`src/e2q_pkg.sv`:
```
// ----------------------------------------------------------------------------
// e2q_pkg
// Shared types and constants for the euler angle to quaternion converter.
// ----------------------------------------------------------------------------
package e2q_pkg;

  // angle width inside the cordic (units of 2^-16 rad)
  localparam int unsigned AngW = 20;
  // cordic x/y width: magnitudes stay well under 2^17
  localparam int unsigned CsW = 19;
  localparam int unsigned CordicSteps = 16;

  localparam logic signed [AngW-1:0] AngPi = 20'sd205887;
  localparam logic signed [AngW-1:0] AngHalfPi = 20'sd102944;
  localparam logic signed [CsW-1:0] CordicX0 = 19'sd39797;

  // atan(2^-i) in units of 2^-16 rad
  function automatic logic signed [AngW-1:0] atan_lut(input logic [3:0] idx);
    logic signed [AngW-1:0] v;
    case (idx)
      4'd0: v = 20'sd51472;
      4'd1: v = 20'sd30385;
      4'd2: v = 20'sd16055;
      4'd3: v = 20'sd8150;
      4'd4: v = 20'sd4091;
      4'd5: v = 20'sd2047;
      4'd6: v = 20'sd1024;
      4'd7: v = 20'sd512;
      4'd8: v = 20'sd256;
      4'd9: v = 20'sd128;
      4'd10: v = 20'sd64;
      4'd11: v = 20'sd32;
      4'd12: v = 20'sd16;
      4'd13: v = 20'sd8;
      4'd14: v = 20'sd4;
      default: v = 20'sd2;
    endcase
    return v;
  endfunction

  // cordic lane state travelling down the pipeline
  typedef struct packed {
    logic signed [CsW-1:0]  x;
    logic signed [CsW-1:0]  y;
    logic signed [AngW-1:0] z;
    logic                   neg;
  } cordic_lane_t;

endpackage

```
`src/e2q_cordic.sv`:
```
// ----------------------------------------------------------------------------
// e2q_cordic
// Pipelined rotation-mode cordic: cosine and sine of half an angle; range
// reduction in stage 0, one rotation step per later stage, 17 in total.
// ----------------------------------------------------------------------------
module e2q_cordic (
  input  logic                            clk_i,
  input  logic signed [15:0]              angle_i,
  output logic signed [e2q_pkg::CsW-1:0]  cos_o,
  output logic signed [e2q_pkg::CsW-1:0]  sin_o
);

  localparam int unsigned N = e2q_pkg::CordicSteps;

  e2q_pkg::cordic_lane_t lane_q [N+1];
  e2q_pkg::cordic_lane_t pre_d;
  logic signed [e2q_pkg::AngW-1:0] z0;

  // half angle in 2^-16 rad and range reduction to +/- pi/2
  always_comb begin
    z0 = e2q_pkg::AngW'(angle_i) <<< 3;
    pre_d.x = e2q_pkg::CordicX0;
    pre_d.y = '0;
    pre_d.neg = 1'b0;
    pre_d.z = z0;
    if (z0 > e2q_pkg::AngHalfPi) begin
      pre_d.z = z0 - e2q_pkg::AngPi;
      pre_d.neg = 1'b1;
    end else if (z0 < -e2q_pkg::AngHalfPi) begin
      pre_d.z = z0 + e2q_pkg::AngPi;
      pre_d.neg = 1'b1;
    end
  end

  always_ff @(posedge clk_i) begin
    lane_q[0] <= pre_d;
  end

  // one rotation step per stage
  for (genvar i = 0; i < N; i++) begin : g_step
    e2q_pkg::cordic_lane_t st_d;
    always_comb begin
      st_d.neg = lane_q[i].neg;
      if (lane_q[i].z >= 0) begin
        st_d.x = lane_q[i].x - (lane_q[i].y >>> i);
        st_d.y = lane_q[i].y + (lane_q[i].x >>> i);
        st_d.z = lane_q[i].z - e2q_pkg::atan_lut(4'(i));
      end else begin
        st_d.x = lane_q[i].x + (lane_q[i].y >>> i);
        st_d.y = lane_q[i].y - (lane_q[i].x >>> i);
        st_d.z = lane_q[i].z + e2q_pkg::atan_lut(4'(i));
      end
    end
    always_ff @(posedge clk_i) begin
      lane_q[i+1] <= st_d;
    end
  end

  // quadrant sign fix
  assign cos_o = lane_q[N].neg ? -lane_q[N].x : lane_q[N].x;
  assign sin_o = lane_q[N].neg ? -lane_q[N].y : lane_q[N].y;

endmodule

```
`config.mk`:
```
export PLATFORM = sky130hd
export DESIGN_NAME = e2q_cordic
export DESIGN_NICKNAME = d
export VERILOG_FILES = /design/src/e2q_pkg.sv /design/src/e2q_cordic.sv
export SDC_FILE = /design/constraint.sdc
export NUM_CORES = 2
export LEC_CHECK = 0
export BUFFER_PORTS_ARGS = -buffer_cell sky130_fd_sc_hd__buf_2
export CORE_MARGIN = 1
export CORE_UTILIZATION = 40
export DETAILED_ROUTE_END_ITERATION = 10
export PLACE_DENSITY = 0.58
export SLEW_MARGIN = 20
export SYNTH_ARGS = -nofsm -noshare
export SYNTH_HDL_FRONTEND = slang
export SYNTH_SLANG_ARGS = --single-unit
```
`constraint.sdc`:
```
create_clock -name clk_i -period 5.5 [get_ports clk_i]
set_input_delay 1.375 -clock clk_i [delete_from_list [all_inputs] [get_ports clk_i]]
set_output_delay 1.375 -clock clk_i [all_outputs]
set_load 0.005 [all_outputs]
```
* After elaboration in Yosys (flattened, before gate mapping)
Memory sizes are Yosys's and may differ from the RTL's.
Cells that the tools add are included.
** Word-level totals
- Word-level logic and storage cells :: 138
- Memories kept :: 1
- Bits in writable memories :: 1003
- Flip-flop bits (word level) :: 0
- Input port bits :: 17
** Operators by class
- Add/subtract/negate cells :: 99
- Muxes and demuxes :: 20
- $lt $le $gt $ge :: 18
** Memory list
- lane_q :: words 17, bits a word 59, rd ports 17, clocked after Yosys merged registers in 0, wr ports 17, line e2q_cordic.sv:15 : e2q_pkg::cordic_lane_t lane_q [N+1];
** Operators by type and width (count)
- $mux W58 :: 16
- $ge A20 B1 Y1 const B :: 16
- $mux W21 :: 2
- $add A20 B12 Y20 const B :: 2
- $sub A20 B12 Y20 const B :: 2
- $add A19 B10 Y19 :: 2
- $add A19 B11 Y19 :: 2
- $add A19 B12 Y19 :: 2
- $add A19 B13 Y19 :: 2
- $add A19 B14 Y19 :: 2
- $add A19 B15 Y19 :: 2
- $add A19 B16 Y19 :: 2
- $add A19 B17 Y19 :: 2
- $add A19 B18 Y19 :: 2
- $add A19 B4 Y19 :: 2
- $add A19 B5 Y19 :: 2
- $add A19 B6 Y19 :: 2
- $add A19 B7 Y19 :: 2
- $add A19 B8 Y19 :: 2
- $add A19 B9 Y19 :: 2
- $mux W19 :: 2
- $neg A19 Y19 :: 2
- $sub A19 B10 Y19 :: 2
- $sub A19 B11 Y19 :: 2
- other kinds (47) :: 61

* Depth between registers and ports, before layout
- Depth after elaboration :: 3
- Depth in mapped cells :: 20
- Gate-level depth less buffers :: 19

* Worst setup path before layout
OpenSTA, ideal clock, no wires.
- Kind :: register to register
- Start :: memory lane_q[0][138] (netlist bit)
- End :: memory lane_q[0][216] (netlist bit)
- Clock period less this slack :: 4.245 ns
- Arrival time :: 4.173 ns
- Cell stages (with the launch flop) :: 21
- Path slack :: 1.255 ns
- Required time :: 5.428 ns
- Cell sequence :: dfxtp_1 inv_1 ha_1 nor4b_1 nand4_1 nor4_1 nor2_1 inv_2 clkbuf_1 clkbuf_1 nor2_1 xor2_1 ha_1 a211oi_1 o21bai_1 a2111oi_0 or2_1 a21oi_1 a21o_1 o41ai_1 xnor2_1
** RTL lines (line)
- from (decl) :: e2q_cordic.sv:15

==> results.md <==
- Status: complete, no violations
- Layout cell share with drive strength beyond 1: 0.04336
- Share of the synthesized area in the top cell type: 0.3004
- Post-CTS setup buffers: 0
- Die height: 385.1 um
- WL per Instance: 16.11 um
- Data arrival, critical path: 5.21 ns
- Largest regs: lane_q (881)
- Max FFs per register: 881
- H-tree depth: 3
- Rows: 140
- IO buf count: 54
- Synthesized area: 0.05872 mm^2
- Critical Path RT: 6.08 ns
- CP Class: flop to flop
- Synthesis-to-finish area growth: 9.919%
- Final hold vios: 0
- Final #Nets: 7,644
- Register area share after synthesis: 0.3004
- GRT overflow: 0
- I/O Pins: 55
- Vias in the first global route: 45,830
- Total Wirelength: 141,300 um
- Clk root buf: clkbuf_16
- Remaining DRCs: 0
- Total GRT Usage: 0.1888
- Warnings from Yosys: 0
- Top reg by flops: lane_q
- Final critical-path required period: 4.637 ns
- Final setup vio count: 0
- Max Fanout on Critical Path: 25
- Area leader, netlist: dfxtp_1
- Worst skew pair latency: 0.72 ns
- Unrepaired setup endpoints after global routing: no
- Final Max Slew Viols: 0
- EDFF count, synth: 0
- Worst hold path type: flop to flop
- First-pass GRT wire length: 231,800 um
- Setup TNS: 0 ns
- Fillers: 14,360
- Antenna violations before repair: 1
- Achievable Freq: 215.6 MHz
- Core Footprint: 0.1457 mm^2
- Fin util: 0.4429
- CTS tree: yes
- CTS Sinks: 881
- Final Wtd Congestion: 0.9182
- Cells after Synth: 6,679
- Remaining antenna violation count: 0
- DP HPWL: 113,900 um
- # diodes: 0
- Tcrit/Tclk final: 0.8431
- Async SR Flop Fraction: 0
- Resized Gates After CTS: 0
- Die Area: 0.1483 mm^2
- Starting Density: 0.4029
- Clk buf depth: 3
- Clock Skew: 0.04177 ns
- Post-route insts no fill: 8,767
- Die Wd: 385.1 um
- Count of max-cap constraint violations: 0
- Number of detailed-route iterations in the first pass: 6
- Vias: 46,710
- Iter 0 DRT Violations: 2,194
- Nature of the critical path startpoint: flop
- CTS Hold Bufs: 0
- Synth Register Bits: 881
- Yosys cell types: 87
- # placed instances: 8,590
- FF+latch area: 0.01764 mm^2
- Top post-synthesis cells by area: dfxtp_1 30%, ha_1 17%, xnor2_1 9.2%, a21oi_1 5.8%, xor2_1 4.5%
- Pin count of the biggest net entering global routing: 39
- Total CTS buffers: 99
- Worst rel slew slack: 0.4073
- Mapped Avg Cell Area: 8.792 um^2
- Reg clk slew, reported paths: 0.05 ns
- Prevailing post-synth register cell: dfxtp_1
- Area of the multi-input gates: 0.03941 mm^2
- Crit end category: flop
- Slew @ Worst Pin: 0.8882 ns
- Vias per inst: 5.328
[cell usage after synthesis, types with 82 or more instances]
cell      instances
nor4_1           99
nand2b_1        103
o21bai_1         95
nand3_1          84
nor2b_1          82
nor3_1          141
nand2_1         404
nor2_1          433
o21ai_0         225
a21o_1          237
a21oi_1         679
ha_1            807
inv_1           345
xor2_1          301
dfxtp_1         881
o21ai_1         170
o21a_1          134
xnor2_1         620
[final timing paths]
| kind | from | cells after the start | slack (ns) | end |
|---|---|---|---|---|
| setup / recovery | lane_q[0][846] | 19 | 0.86 | lane_q[0][922] |
| hold / removal | lane_q[0][649] | 0 | 0.32 | lane_q[0][708] |
| setup reg to reg | lane_q[0][846] | 19 | 0.86 | lane_q[0][922] |
| hold reg to reg | lane_q[0][649] | 0 | 0.32 | lane_q[0][708] |
[layout by cell type, fill, tap and decap left out, types with 95 or more instances in the layout]
master,instances
ha_1,807
o21ai_0,225
o21bai_1,95
a21oi_1,679
nor4_1,99
xor2_1,301
nand2b_1,103
o21ai_1,170
xnor2_1,620
nand2_1,404
dfxtp_1,881
inv_1,345
a21o_1,237
nor2_1,428
nor3_1,141
clkbuf_16,99
o21a_1,134
[cell families after synthesis]
group | count (synthesis) | synth area share
AO/OA/AOI/OAI | 1961 | 0.2088
XOR/XNOR | 922 | 0.1378
adder cells (fa/ha/maj) | 853 | 0.1876
buffers and inverters | 447 | 0.02885
flip-flops | 881 | 0.3004
multiplexers | 30 | 0.005242
other | 1 | 0.00006386
AND/OR/NAND/NOR | 1584 | 0.1313
[worst max-delay path: stages (launching register included)]
cell	delay, ns
dfxtp_1	0.30
inv_1	0.09
ha_1	0.16
nor4b_1	0.22
nand4_1	0.14
nor4_1	0.27
nor2_1	0.13
buf_4	0.24
inv_1	0.58
nor2_1	0.12
xor2_1	0.19
ha_1	0.32
a21o_1	0.19
a21oi_1	0.22
nor2_1	0.09
o31ai_1	0.44
nor2_1	0.10
a211oi_1	0.40
a21oi_1	0.15
xor2_1	0.16
[stage by stage]
step	hold slack [ns]	area [um^2]	setup WS, ns
2_1_floorplan	0.3096	58730	1.255
3_3_place_gp	0.3122	61240	0.7875
3_5_place_dp	0.3132	61240	0.8172
4_1_cts	0.3267	64540	0.7714
5_1_grt	0.3286	64540	0.3192
6_report	0.3241	64540	0.8628
[per-layer routing]
layer,up-vias,global-route usage,wire [um]
met5,-,0,0
met4,0,0.05225,3587
met3,213,0.02310,4403
met2,707,0.3353,67780
met1,21630,0.2379,65500
li1,24150,-,-
[area by class of cell]
type	instances	area share
multi-input cells	5353	0.6106
flip-flops and latches	881	0.2733
clock buffers	131	0.04226
well taps	1917	0.03716
inverters	365	0.02123
clock inverters	46	0.009014
repair buffers	74	0.006513
Power is left out: the tool's default activity adds up to more than one toggle a clock period on the data nets, which glitch-free logic cannot reach.
